[config.mk]
export PLATFORM = sky130hd
export DESIGN_NAME = ers_min_step
export DESIGN_NICKNAME = d
export VERILOG_FILES = /design/src/hw/rtl/ers_pkg.sv /design/src/hw/rtl/ers_min_step.sv
export SDC_FILE = /design/constraint.sdc
export NUM_CORES = 2
export LEC_CHECK = 0
export ABC_AREA = 1
export BUFFER_PORTS_ARGS = -buffer_cell sky130_fd_sc_hd__buf_2
export CORE_ASPECT_RATIO = 0.7
export CORE_MARGIN = 5
export CORE_UTILIZATION = 45
export CTS_BUF_LIST = sky130_fd_sc_hd__clkbuf_8
export CTS_CLUSTER_SIZE = 40
export DETAILED_ROUTE_END_ITERATION = 6
export SYNTH_ARGS = -nofsm -noshare
export SYNTH_HDL_FRONTEND = slang
export SYNTH_SLANG_ARGS = --single-unit
[constraint.sdc]
create_clock -name clk -period 10.8 [get_ports clk]
set_clock_uncertainty 0.15 [all_clocks]
set_input_delay 0.54 -clock clk [delete_from_list [all_inputs] [get_ports clk]]
set_output_delay 0.54 -clock clk [all_outputs]
set_load 0.005 [all_outputs]
[src/hw/rtl/ers_pkg.sv]
// Shared types, widths and register codes for the ellipse row span block.
package ers_pkg;

  localparam int MAX_DIM = 4096;
  localparam int XW      = $clog2(MAX_DIM);
  localparam int WW      = XW + 1;
  localparam int ITERS   = XW;
  localparam int CFW     = 64;
  localparam int BW      = CFW + XW + 2;
  localparam int CW      = CFW + 2 * XW + 3;
  localparam int TW      = CFW + XW + 3;
  localparam int QW      = TW + XW + 2;
  localparam int IMG_W   = 13;
  localparam int CFG_IW  = 3;

  localparam logic [IMG_W-1:0] IMG_WIDTH_RESET = 13'd4096;

  typedef enum logic [CFG_IW-1:0] {
    REG_COEF_XX    = 3'd0,
    REG_COEF_XY    = 3'd1,
    REG_COEF_X     = 3'd2,
    REG_COEF_YY    = 3'd3,
    REG_COEF_Y     = 3'd4,
    REG_COEF_CONST = 3'd5,
    REG_IMG_WIDTH  = 3'd6
  } cfg_reg_t;

  typedef struct packed {
    logic signed [BW-1:0] b;
    logic signed [CW-1:0] c;
    logic [XW-1:0]        lo;
    logic [XW-1:0]        hi;
    logic [XW-1:0]        lo2;
    logic [XW-1:0]        hi2;
    logic                 hit;
  } item_t;

endpackage

[src/hw/rtl/ers_min_step.sv]
// One bisection step toward the column where the row quadratic is smallest.
module ers_min_step (
  input  logic                           clk,
  input  logic                           rst,
  input  logic                           en,
  input  logic signed [ers_pkg::CFW-1:0] coef_xx,
  input  logic                           in_v,
  input  ers_pkg::item_t                 in_item,
  output logic                           out_v,
  output ers_pkg::item_t                 out_item
);
  import ers_pkg::*;

  logic                 va;
  item_t                ia;
  logic [XW-1:0]        mida;
  logic signed [TW-1:0] pa;
  logic [XW-1:0]        mid;
  logic signed [TW-1:0] p_next;
  item_t                item_next;

  always_comb begin
    mid    = in_item.lo + ((in_item.hi - in_item.lo) >> 1);
    p_next = coef_xx * $signed({1'b0, mid, 1'b1}) + in_item.b;
  end

  always_comb begin
    item_next = ia;
    if (ia.lo < ia.hi) begin
      if (!pa[TW-1]) begin
        item_next.hi = mida;
      end else begin
        item_next.lo = mida + 1'b1;
      end
    end
  end

  always_ff @(posedge clk) begin
    if (rst) begin
      va    <= 1'b0;
      out_v <= 1'b0;
    end else if (en) begin
      va    <= in_v;
      out_v <= va;
    end
  end

  always_ff @(posedge clk) begin
    if (en) begin
      ia       <= in_item;
      mida     <= mid;
      pa       <= p_next;
      out_item <= item_next;
    end
  end

endmodule

==> results by group <==
Die
  – Die X: 373 um
  – I/O Pins: 505
  – Starting density of the core: 0.453
  – Site Rows: 93
  – Die H: 264 um
  – Die ar.: 0.0986 mm2
  – Core area: 0.0918 mm2

Run
  – Max_cap viols: 0

Clocking
  – CTS tree: yes
  – H-tree depth: 3
  – CTS hold repair buffers: 220
  – Post CTS Setup Buffer Count: 0
  – Clk sinks: 451
  – Reg clk slew, reported paths: 0.10 ns
  – Clock Latency Late Sink: 0.78 ns
  – Post-CTS sizing: 0
  – Root buffer cell: clkbuf_8
  – Num CTS Buffers: 72
  – Clock buffer depth: 3

Timing
  – Setup_tns: 0 ns
  – Max transition margin: 0.229
  – Slew @ Worst Pin: 1.15 ns
  – Final Hold Fails: 0
  – RSZ-0062 raised after global routing: no
  – Max Slew Vio Count: 0
  – Max Clk Rate: 110 MHz
  – Minimum clock period after layout: 9.08 ns
  – Count of final setup violators: 0
  – Period utilization: 0.841

Setup path
  – CP Capture Type: flip-flop
  – Worst setup SP type: input port
  – FF-to-FF setup slack: 7.53 ns
  – Critical Path Source: in_item[25]
  – R2r worst-path depth: 11
  – Worst Path Arrival: 9.48 ns
  – Reg-to-Reg End: out_item[48]$_DFFE_PP_
  – Largest stage delay, worst path: 0.59 ns
  – FF-to-FF Start: ia[44]$_DFFE_PP_
  – Critical Path Sink: pa[78]$_DFFE_PP_
  – WP data required: 11.20 ns
  – Crit Path Max Fanout: 32
  – Worst path most repeated cell: nand2_1
  – Worst path slowest cell: buf_4
  – Critical path type: in -> reg

Drt
  – DR vias: 27397
  – DRC viols: 0
  – DR iter-0 viols: 1828
  – Per-cell routed wire length: 19.0 um
  – Vias per cell: 4.80
  – Final Routed Wirelength: 108000 um
  – Routed Antenna Nets: 0
  – First-pass DRT Iterations: 5

Layout
  – Layout area overhead: 17.3%
  – Share of cells above drive strength 1: 0.145
  – Fillers: 8070
  – Commonest non-fill, non-tap cell in the layout: inv_1
  – Fin nets: 5726
  – Most frequent cells in the layout: 927 x inv_1, 809 x fa_1, 799 x nand2_1

Placed design
  – Port bufs: 504
  – RD Place Congestion: 0.871
  – Half-perimeter wire length after detailed placement: 83600 um

Logic synthesis
  – FF+latch count, synth: 451
  – Synth Flop Type: edfxtp_1
  – Adder-cell share of the synthesized area: 0.456
  – Post-synth EDFFs: 449
  – Async S/R FF share, synth: 0
  – Post-Synth XOR/XNOR Area: 0.00593
  – Synth Area per Inst: 11.1 um2
  – Yosys warning total: 0
  – Register area share after synthesis: 0.325
  – Synthesized instance count: 3738
  – Mapped cell area: 0.0416 mm2
  – Largest family of logic cells by synthesized area: adder cells
  – Syn_nets: 5052
  – Count of cell types in the netlist: 36
  – Compound-cell area share of the yosys netlist: 0.0157
  – Post-Synth Simple-Gate Area: 0.0986
  – Post-synthesis mux area share: 0

GRT
  – Vias in the first global route: 29797
  – Total global-route track usage: 0.227
  – First-pass GRT wire length: 172000 um
  – Initial antenna violation count: 16
  – Grt total ovfl: 0
  – Largest net degree at the start of global routing: 183

Hold path
  – HP Class: in -> reg

Run status
  – Outcome: completed
-- registers in the layout, summed over array words and instances (netlist names) --
register,count
mida,12
ia,218
out_v,1
va,1
pa,1
out_item,218
-- worst min path at each step --
stage / start / end / slack, ns / cells past startpoint
after global placement: ia[19]$_DFFE_PP_ / out_item[19]$_DFFE_PP_ / 0.25 / 0
after global routing: en / out_item[192]$_DFFE_PP_ / 0.03 / 1
after CTS: en / out_item[192]$_DFFE_PP_ / 0.009 / 1
after detailed placement: ia[130]$_DFFE_PP_ / out_item[130]$_DFFE_PP_ / 0.25 / 0
final: en / out_item[192]$_DFFE_PP_ / 0.09 / 1
after floorplan: ia[0]$_DFFE_PP_ / out_item[0]$_DFFE_PP_ / 0.25 / 0
-- kinds of logic after synthesis --
logic type	count (synthesis)
AND/OR/NAND/NOR	1059
adder cells (fa/ha/maj)	1028
XOR/XNOR	26
buffers and inverters	1061
flip-flops	451
AO/OA/AOI/OAI	113
-- cell usage after synthesis (11+ instances only) --
| master | count | share of area |
|---|---|---|
| a21oi_1 | 51 | 0.0061 |
| ha_1 | 219 | 0.066 |
| nand3_1 | 22 | 0.0026 |
| clkbuf_1 | 96 | 0.0087 |
| o31ai_1 | 13 | 0.0023 |
| xor2_1 | 16 | 0.0034 |
| inv_1 | 907 | 0.082 |
| o21ai_0 | 33 | 0.0040 |
| buf_2 | 32 | 0.0039 |
| nand4_1 | 12 | 0.0018 |
| edfxtp_1 | 449 | 0.32 |
| fa_1 | 809 | 0.39 |
| buf_6 | 11 | 0.0030 |
| nor2_1 | 196 | 0.018 |
| nand2_1 | 800 | 0.072 |
-- worst max-delay path: cells and delay by family --
family,cells,cell delay [ns]
and+or+nand+nor,19,2.31
AOI/OAI and AO/OA,2,0.23
adders and majority gates,9,4.07
buffers and inverters,9,2.15
xor gates and xnor gates,1,0.15
-- metrics by stage --
stage / worst slack [ns] / std cells / util / hold WS [ns] / area [um2]
2_1_floorplan: 3.41 / 3738 / - / 0.250 / 41600
3_3_place_gp: 1.73 / 5353 / 0.492 / 0.250 / 45200
3_5_place_dp: 1.55 / 5353 / 0.492 / 0.255 / 45200
4_1_cts: 1.87 / 5699 / 0.531 / 0.00856 / 48700
5_1_grt: 1.00 / 5706 / 0.531 / 0.0347 / 48800
6_report: 1.72 / 5709 / 0.531 / 0.0872 / 48800
-- per-layer routing --
| layer | track usage | share of wire | vias to the layer above |
|---|---|---|---|
| met4 | 0.0491 | 0.017 | 10 |
| met1 | 0.331 | 0.45 | 13743 |
| met5 | 0 | 0.00046 | - |
| li1 | - | - | 12454 |
| met2 | 0.335 | 0.43 | 1073 |
| met3 | 0.0721 | 0.10 | 117 |
-- final cells by class --
| class | instances | area, um2 | area share |
|---|---|---|---|
| flip-flops and latches | 451 | 13500 | 0.277 |
| clock buffers | 72 | 991 | 0.0203 |
| diodes | 10 | 25.0 | 0.000513 |
| multi-input cells | 2226 | 23900 | 0.491 |
| repair buffers | 745 | 4920 | 0.101 |
| inverters | 916 | 3440 | 0.0705 |
| clock inverters | 54 | 387 | 0.00793 |
| well taps | 1235 | 1550 | 0.0317 |
Power is not shown: default switching activity piles up to over one toggle a cycle in this logic, so the estimate is an artifact.
