$ cat src/hw/rtl/ers_pkg.sv
// Shared types, widths and register codes for the ellipse row span block.
package ers_pkg;

  localparam int MAX_DIM = 4096;
  localparam int XW      = $clog2(MAX_DIM);
  localparam int WW      = XW + 1;
  localparam int ITERS   = XW;
  localparam int CFW     = 64;
  localparam int BW      = CFW + XW + 2;
  localparam int CW      = CFW + 2 * XW + 3;
  localparam int TW      = CFW + XW + 3;
  localparam int QW      = TW + XW + 2;
  localparam int IMG_W   = 13;
  localparam int CFG_IW  = 3;

  localparam logic [IMG_W-1:0] IMG_WIDTH_RESET = 13'd4096;

  typedef enum logic [CFG_IW-1:0] {
    REG_COEF_XX    = 3'd0,
    REG_COEF_XY    = 3'd1,
    REG_COEF_X     = 3'd2,
    REG_COEF_YY    = 3'd3,
    REG_COEF_Y     = 3'd4,
    REG_COEF_CONST = 3'd5,
    REG_IMG_WIDTH  = 3'd6
  } cfg_reg_t;

  typedef struct packed {
    logic signed [BW-1:0] b;
    logic signed [CW-1:0] c;
    logic [XW-1:0]        lo;
    logic [XW-1:0]        hi;
    logic [XW-1:0]        lo2;
    logic [XW-1:0]        hi2;
    logic                 hit;
  } item_t;

endpackage

$ cat src/hw/rtl/ers_check.sv
// Tests the quadratic at its minimum column and seeds the left and right edge searches.
module ers_check (
  input  logic                           clk,
  input  logic                           rst,
  input  logic                           en,
  input  logic signed [ers_pkg::CFW-1:0] coef_xx,
  input  logic [ers_pkg::XW-1:0]         w_hi,
  input  logic                           in_v,
  input  ers_pkg::item_t                 in_item,
  output logic                           out_v,
  output ers_pkg::item_t                 out_item
);
  import ers_pkg::*;

  logic                 va;
  item_t                ia;
  logic signed [TW-1:0] ta;
  logic signed [TW-1:0] t_next;
  logic signed [QW-1:0] q;
  item_t                item_next;

  always_comb begin
    t_next = coef_xx * $signed({1'b0, in_item.lo}) + in_item.b;
  end

  always_comb begin
    q             = ta * $signed({1'b0, ia.lo}) + ia.c;
    item_next     = ia;
    item_next.hit = q[QW-1] || (q == '0);
    item_next.lo  = '0;
    item_next.hi  = ia.lo;
    item_next.lo2 = ia.lo;
    item_next.hi2 = w_hi;
  end

  always_ff @(posedge clk) begin
    if (rst) begin
      va    <= 1'b0;
      out_v <= 1'b0;
    end else if (en) begin
      va    <= in_v;
      out_v <= va;
    end
  end

  always_ff @(posedge clk) begin
    if (en) begin
      ia       <= in_item;
      ta       <= t_next;
      out_item <= item_next;
    end
  end

endmodule

$ cat config.mk
export PLATFORM = sky130hd
export DESIGN_NAME = ers_check
export DESIGN_NICKNAME = d
export VERILOG_FILES = /design/src/hw/rtl/ers_pkg.sv /design/src/hw/rtl/ers_check.sv
export SDC_FILE = /design/constraint.sdc
export NUM_CORES = 2
export LEC_CHECK = 0
export BUFFER_PORTS_ARGS = -buffer_cell sky130_fd_sc_hd__buf_2
export CORE_AREA = 2 2 368 370
export DETAILED_ROUTE_END_ITERATION = 12
export DIE_AREA = 0 0 370 372
export PLACE_DENSITY = 0.76
export SYNTH_ARGS = -nofsm -noshare
export SYNTH_HDL_FRONTEND = slang
export SYNTH_SLANG_ARGS = --single-unit
$ cat constraint.sdc
create_clock -name clk -period 7.75 [get_ports clk]
set_input_delay 1.1625 -clock clk [delete_from_list [all_inputs] [get_ports clk]]
set_output_delay 1.1625 -clock clk [all_outputs]
set_load 0.01 [all_outputs]
==> impl_summary.log <==
[metrics] Hold Fails Final Rpt: 0
[metrics] biggest cell delay along the critical path: 0.55 ns
[metrics] largest family of logic cells by synthesized area: adder cells
[metrics] Worst setup EP type: flip-flop
[metrics] routed via count divided by cell count: 5.54
[metrics] number of instances in the synthesized netlist: 7788
[metrics] failing checks: antenna violations
[metrics] clock skew after layout: 0.0158 ns
[metrics] post-layout min period: 7.53 ns
[metrics] Routed wire per std cell: 20.5 um
[metrics] setup violators final: 0
[metrics] Clock Tree Buf Depth: 3
[metrics] die area: 138000 um^2
[metrics] setup ws final: 0.216 ns
[metrics] DRC viols: 0
[metrics] most area-hungry cell type in the Yosys netlist: sky130_fd_sc_hd__fa_1
[metrics] highest fanout seen on the critical path: 18
[metrics] share of the synthesized area in the top cell type: 42.5%
[metrics] result of the run: finished, violations left
[metrics] core area: 134000 um^2
[metrics] number of enable flip-flop cells after synthesis: 454
[metrics] number of placed instances, taps included: 10.3k
[metrics] proportion of layout cells with a drive suffix above 1: 16.4%
[metrics] final core utilization: 65.9%
[metrics] total cell area at the placement stage: 85800 um^2
[metrics] Layout Cell Area excl Fill: 88500 um^2
[metrics] clock-pin slew of the registers on the worst-case setup and hold paths: 0.07 ns
[metrics] wire length of the first global-routing pass: 335000 um
[metrics] total count of max-transition violations in the final report: 0
[metrics] number of core rows: 135
[metrics] remaining antenna violation count: 1
[metrics] signed area change from the synthesized netlist to the final layout: 14.9%
[metrics] level count of the clock H-tree: 2
[metrics] Routed Wire Length: 214000 um
[metrics] non-filler cells, final: 10.5k
[metrics] TritonCTS clock tree: built
[metrics] maximum capacitance violations: 0
[metrics] clock net sink count: 456
[metrics] Main synth FF type: sky130_fd_sc_hd__edfxtp_1
[metrics] top cells by area in the synthesized netlist: sky130_fd_sc_hd__fa_1 (43%), sky130_fd_sc_hd__edfxtp_1 (18%), sky130_fd_sc_hd__inv_1 (7.4%), sky130_fd_sc_hd__and2_1 (6.8%), sky130_fd_sc_hd__ha_1 (6.1%)
[metrics] final worst path period share: 97.2%
[metrics] violation count after the first detailed-routing iteration: 4661
[metrics] pin count of the biggest net entering global routing: 145
[metrics] Setup CP Type: reg2reg
[metrics] post-synthesis instance area: 77000 um^2
[metrics] initial antenna violation count: 4
[metrics] port buffer count: 467
[metrics] cell occurring most often along the worst timing path: sky130_fd_sc_hd__fa_1
[metrics] DRT Pass-1 Iters: 6
[metrics] post-synthesis compound-gate area fraction: 6.29%
[metrics] Remaining Overflow, GRT: 0
[metrics] register area share after synthesis: 17.8%
[metrics] fill cell count: 10.5k
[metrics] FFs w/ async S/R, synth: 0%
[metrics] unrepaired setup endpoints after global routing: yes
[metrics] x dimension of the die: 370 um
[metrics] type of element launching the critical path: flip-flop
[metrics] initial core utilization: 57.3%
[metrics] pre-CTS WS: -0.500 ns
[metrics] post-synthesis mux area share: 0.161%
[metrics] Hold Crit Class: reg2reg
[metrics] Boundary Pins: 517
[metrics] overall global routing resource usage: 31.2%
[metrics] CTS buffer count: 51
[metrics] latest clock arrival within the worst-skew pair: 0.65 ns
[metrics] number of global-route vias before repair: 62.7k
[metrics] number of storage elements in the synthesis netlist: 456
[metrics] slowest stage cell on the critical path: sky130_fd_sc_hd__fa_1
[metrics] YS warnings: 0
[metrics] total number of vias: 57.9k
[metrics] Die H: 372 um
[metrics] post-synthesis share of cell area spent on full adders, half adders and majority gates: 48.6%
[metrics] CTS Hold Bufs: 0
[metrics] data required time at the worst endpoint: 8.25 ns
[metrics] XOR/XNOR share of the synthesized area: 1.42%
[metrics] nets@finish: 10.9k
[metrics] highest clock rate: 133 MHz
[metrics] data arrival at the endpoint of the critical path: 8.03 ns
[metrics] Slew @ Worst Pin: 1.03 ns
[metrics] number of unique standard cell types used by synthesis: 94
[metrics] sum of net half-perimeters after detailed placement: 175000 um
[metrics] library cell used as clock root buffer: sky130_fd_sc_hd__clkbuf_16
[metrics] per-instance average area after synthesis: 9.89 um^2
[metrics] share of synthesized cell area in and, or, nand and nor gates: 15.8%
[metrics] relative slew slack: 31.1%
[metrics] GPL Wtd Cong: 1.01
-- worst paths after layout --
kind | start | cells past startpoint | slack, ns | end
hold reg to reg | ia[167] | 0 | 0.42 | out_item[167]
hold / removal | ia[167] | 0 | 0.42 | out_item[167]
setup / recovery | ia[38] | 28 | 0.22 | out_item[0]
setup reg to reg | ia[38] | 28 | 0.22 | out_item[0]
-- sequential cells by signal (all words and copies together) (netlist names) --
| signal | flops |
|---|---|
| ta | 79 |
| out_item | 194 |
| va | 1 |
| ia | 181 |
| out_v | 1 |
-- worst max-delay path, delay by kind of cell (launching register included) --
family          cells  cell delay (ns)
compound gates      6             1.33
fa+ha+maj           7             3.33
buf+inv             9             1.07
flops               1             0.43
simple gates        6             1.21
-- cell type report --
| type | count | area [um^2] | area share, % |
|---|---|---|---|
| antenna | 7 | 17.5 | 0.0198 |
| tap | 1781 | 2230 | 2.52 |
| timing repair buffer | 1233 | 9000 | 10.2 |
| inverter | 1527 | 5730 | 6.48 |
| sequential | 456 | 13700 | 15.5 |
| clock inverter | 38 | 448 | 0.506 |
| clock buffer | 57 | 1320 | 1.49 |
| multi-input combinational | 5351 | 56000 | 63.3 |
-- logic make-up after synthesis --
group | Yosys count
compound gates | 730
xor+xnor | 125
fa+ha+maj | 2009
buf+inv | 1992
flops | 456
mux | 12
other cells | 1
simple gates | 2463
-- through the flow --
| step | setup TNS (ns) | hold slack, ns |
|---|---|---|
| 4_1_cts | 0 | 0.416 |
| 2_1_floorplan | 0 | 0.400 |
| 5_1_grt | -0.0376 | 0.422 |
| 6_report | 0 | 0.415 |
| 3_3_place_gp | -3.09 | 0.401 |
| 3_5_place_dp | -5.33 | 0.405 |
-- per-layer routing --
| layer | GRT usage, % | routed length (um) | up-vias | part of all wire, % |
|---|---|---|---|---|
| met1 | 41.7 | 85500 | 29400 | 40 |
| met5 | 0 | 13 | - | 0.0061 |
| met3 | 5.35 | 17800 | 473 | 8.3 |
| li1 | - | - | 25600 | - |
| met2 | 51.5 | 102000 | 2482 | 47 |
| met4 | 11.3 | 9360 | 2 | 4.4 |
-- cells in the mapped netlist (27+ instances only) --
cell and instances:
sky130_fd_sc_hd__a21oi_1 223, sky130_fd_sc_hd__nor2_1 153, sky130_fd_sc_hd__and3_1 30, sky130_fd_sc_hd__and2_1 835
sky130_fd_sc_hd__fa_1 1636, sky130_fd_sc_hd__edfxtp_1 454, sky130_fd_sc_hd__xor2_1 54, sky130_fd_sc_hd__nor3_1 66
sky130_fd_sc_hd__o21ai_0 129, sky130_fd_sc_hd__buf_2 45, sky130_fd_sc_hd__ha_1 373, sky130_fd_sc_hd__xnor2_1 71
sky130_fd_sc_hd__a21o_1 87, sky130_fd_sc_hd__nand2_1 1117, sky130_fd_sc_hd__clkbuf_1 387, sky130_fd_sc_hd__nand4_1 80
sky130_fd_sc_hd__inv_1 1527, sky130_fd_sc_hd__a31oi_1 27, sky130_fd_sc_hd__nand3_1 58
-- cells in the final DEF, fill, tap and decap left out, types with 9 or more instances in the layout --
cell type	n
sky130_fd_sc_hd__a211oi_1	19
sky130_fd_sc_hd__o21a_1	25
sky130_fd_sc_hd__o21ai_0	113
sky130_fd_sc_hd__nor2_1	152
sky130_fd_sc_hd__edfxtp_1	454
sky130_fd_sc_hd__and3_1	30
sky130_fd_sc_hd__o211ai_1	19
sky130_fd_sc_hd__and2_1	834
sky130_fd_sc_hd__fa_1	1634
sky130_fd_sc_hd__a21oi_1	209
sky130_fd_sc_hd__nor3_1	62
sky130_fd_sc_hd__o21ai_1	20
sky130_fd_sc_hd__mux2i_1	9
sky130_fd_sc_hd__buf_4	700
sky130_fd_sc_hd__xor2_1	54
sky130_fd_sc_hd__a31oi_1	27
sky130_fd_sc_hd__a21o_1	87
sky130_fd_sc_hd__xnor2_1	71
sky130_fd_sc_hd__nand4_1	80
sky130_fd_sc_hd__nand3_1	58
sky130_fd_sc_hd__ha_1	365
sky130_fd_sc_hd__buf_2	463
sky130_fd_sc_hd__and4_1	16
sky130_fd_sc_hd__o221ai_1	13
sky130_fd_sc_hd__o2111ai_1	15
sky130_fd_sc_hd__or2_2	10
sky130_fd_sc_hd__buf_12	49
sky130_fd_sc_hd__clkbuf_16	62
sky130_fd_sc_hd__conb_1	12
sky130_fd_sc_hd__or3_1	20
sky130_fd_sc_hd__inv_1	1527
sky130_fd_sc_hd__nor4_1	14
sky130_fd_sc_hd__o21bai_1	24
sky130_fd_sc_hd__a21oi_2	16
sky130_fd_sc_hd__nand2b_1	10
sky130_fd_sc_hd__nor2b_1	13
sky130_fd_sc_hd__nand2_1	1114
sky130_fd_sc_hd__o31ai_1	16
-- what timing repair did --
item                                    4_1_cts  5_1_grt
setup buffers                                 0       21
pin swaps                                     0       15
gates resized for setup                       4      100
endpoints found under the setup margin        1        9
gates cloned                                  0       10
endpoints found under the hold margin         0        0
Power is left out: the tool's default activity adds up to more than one toggle a clock period on the data nets, which glitch-free logic cannot reach.
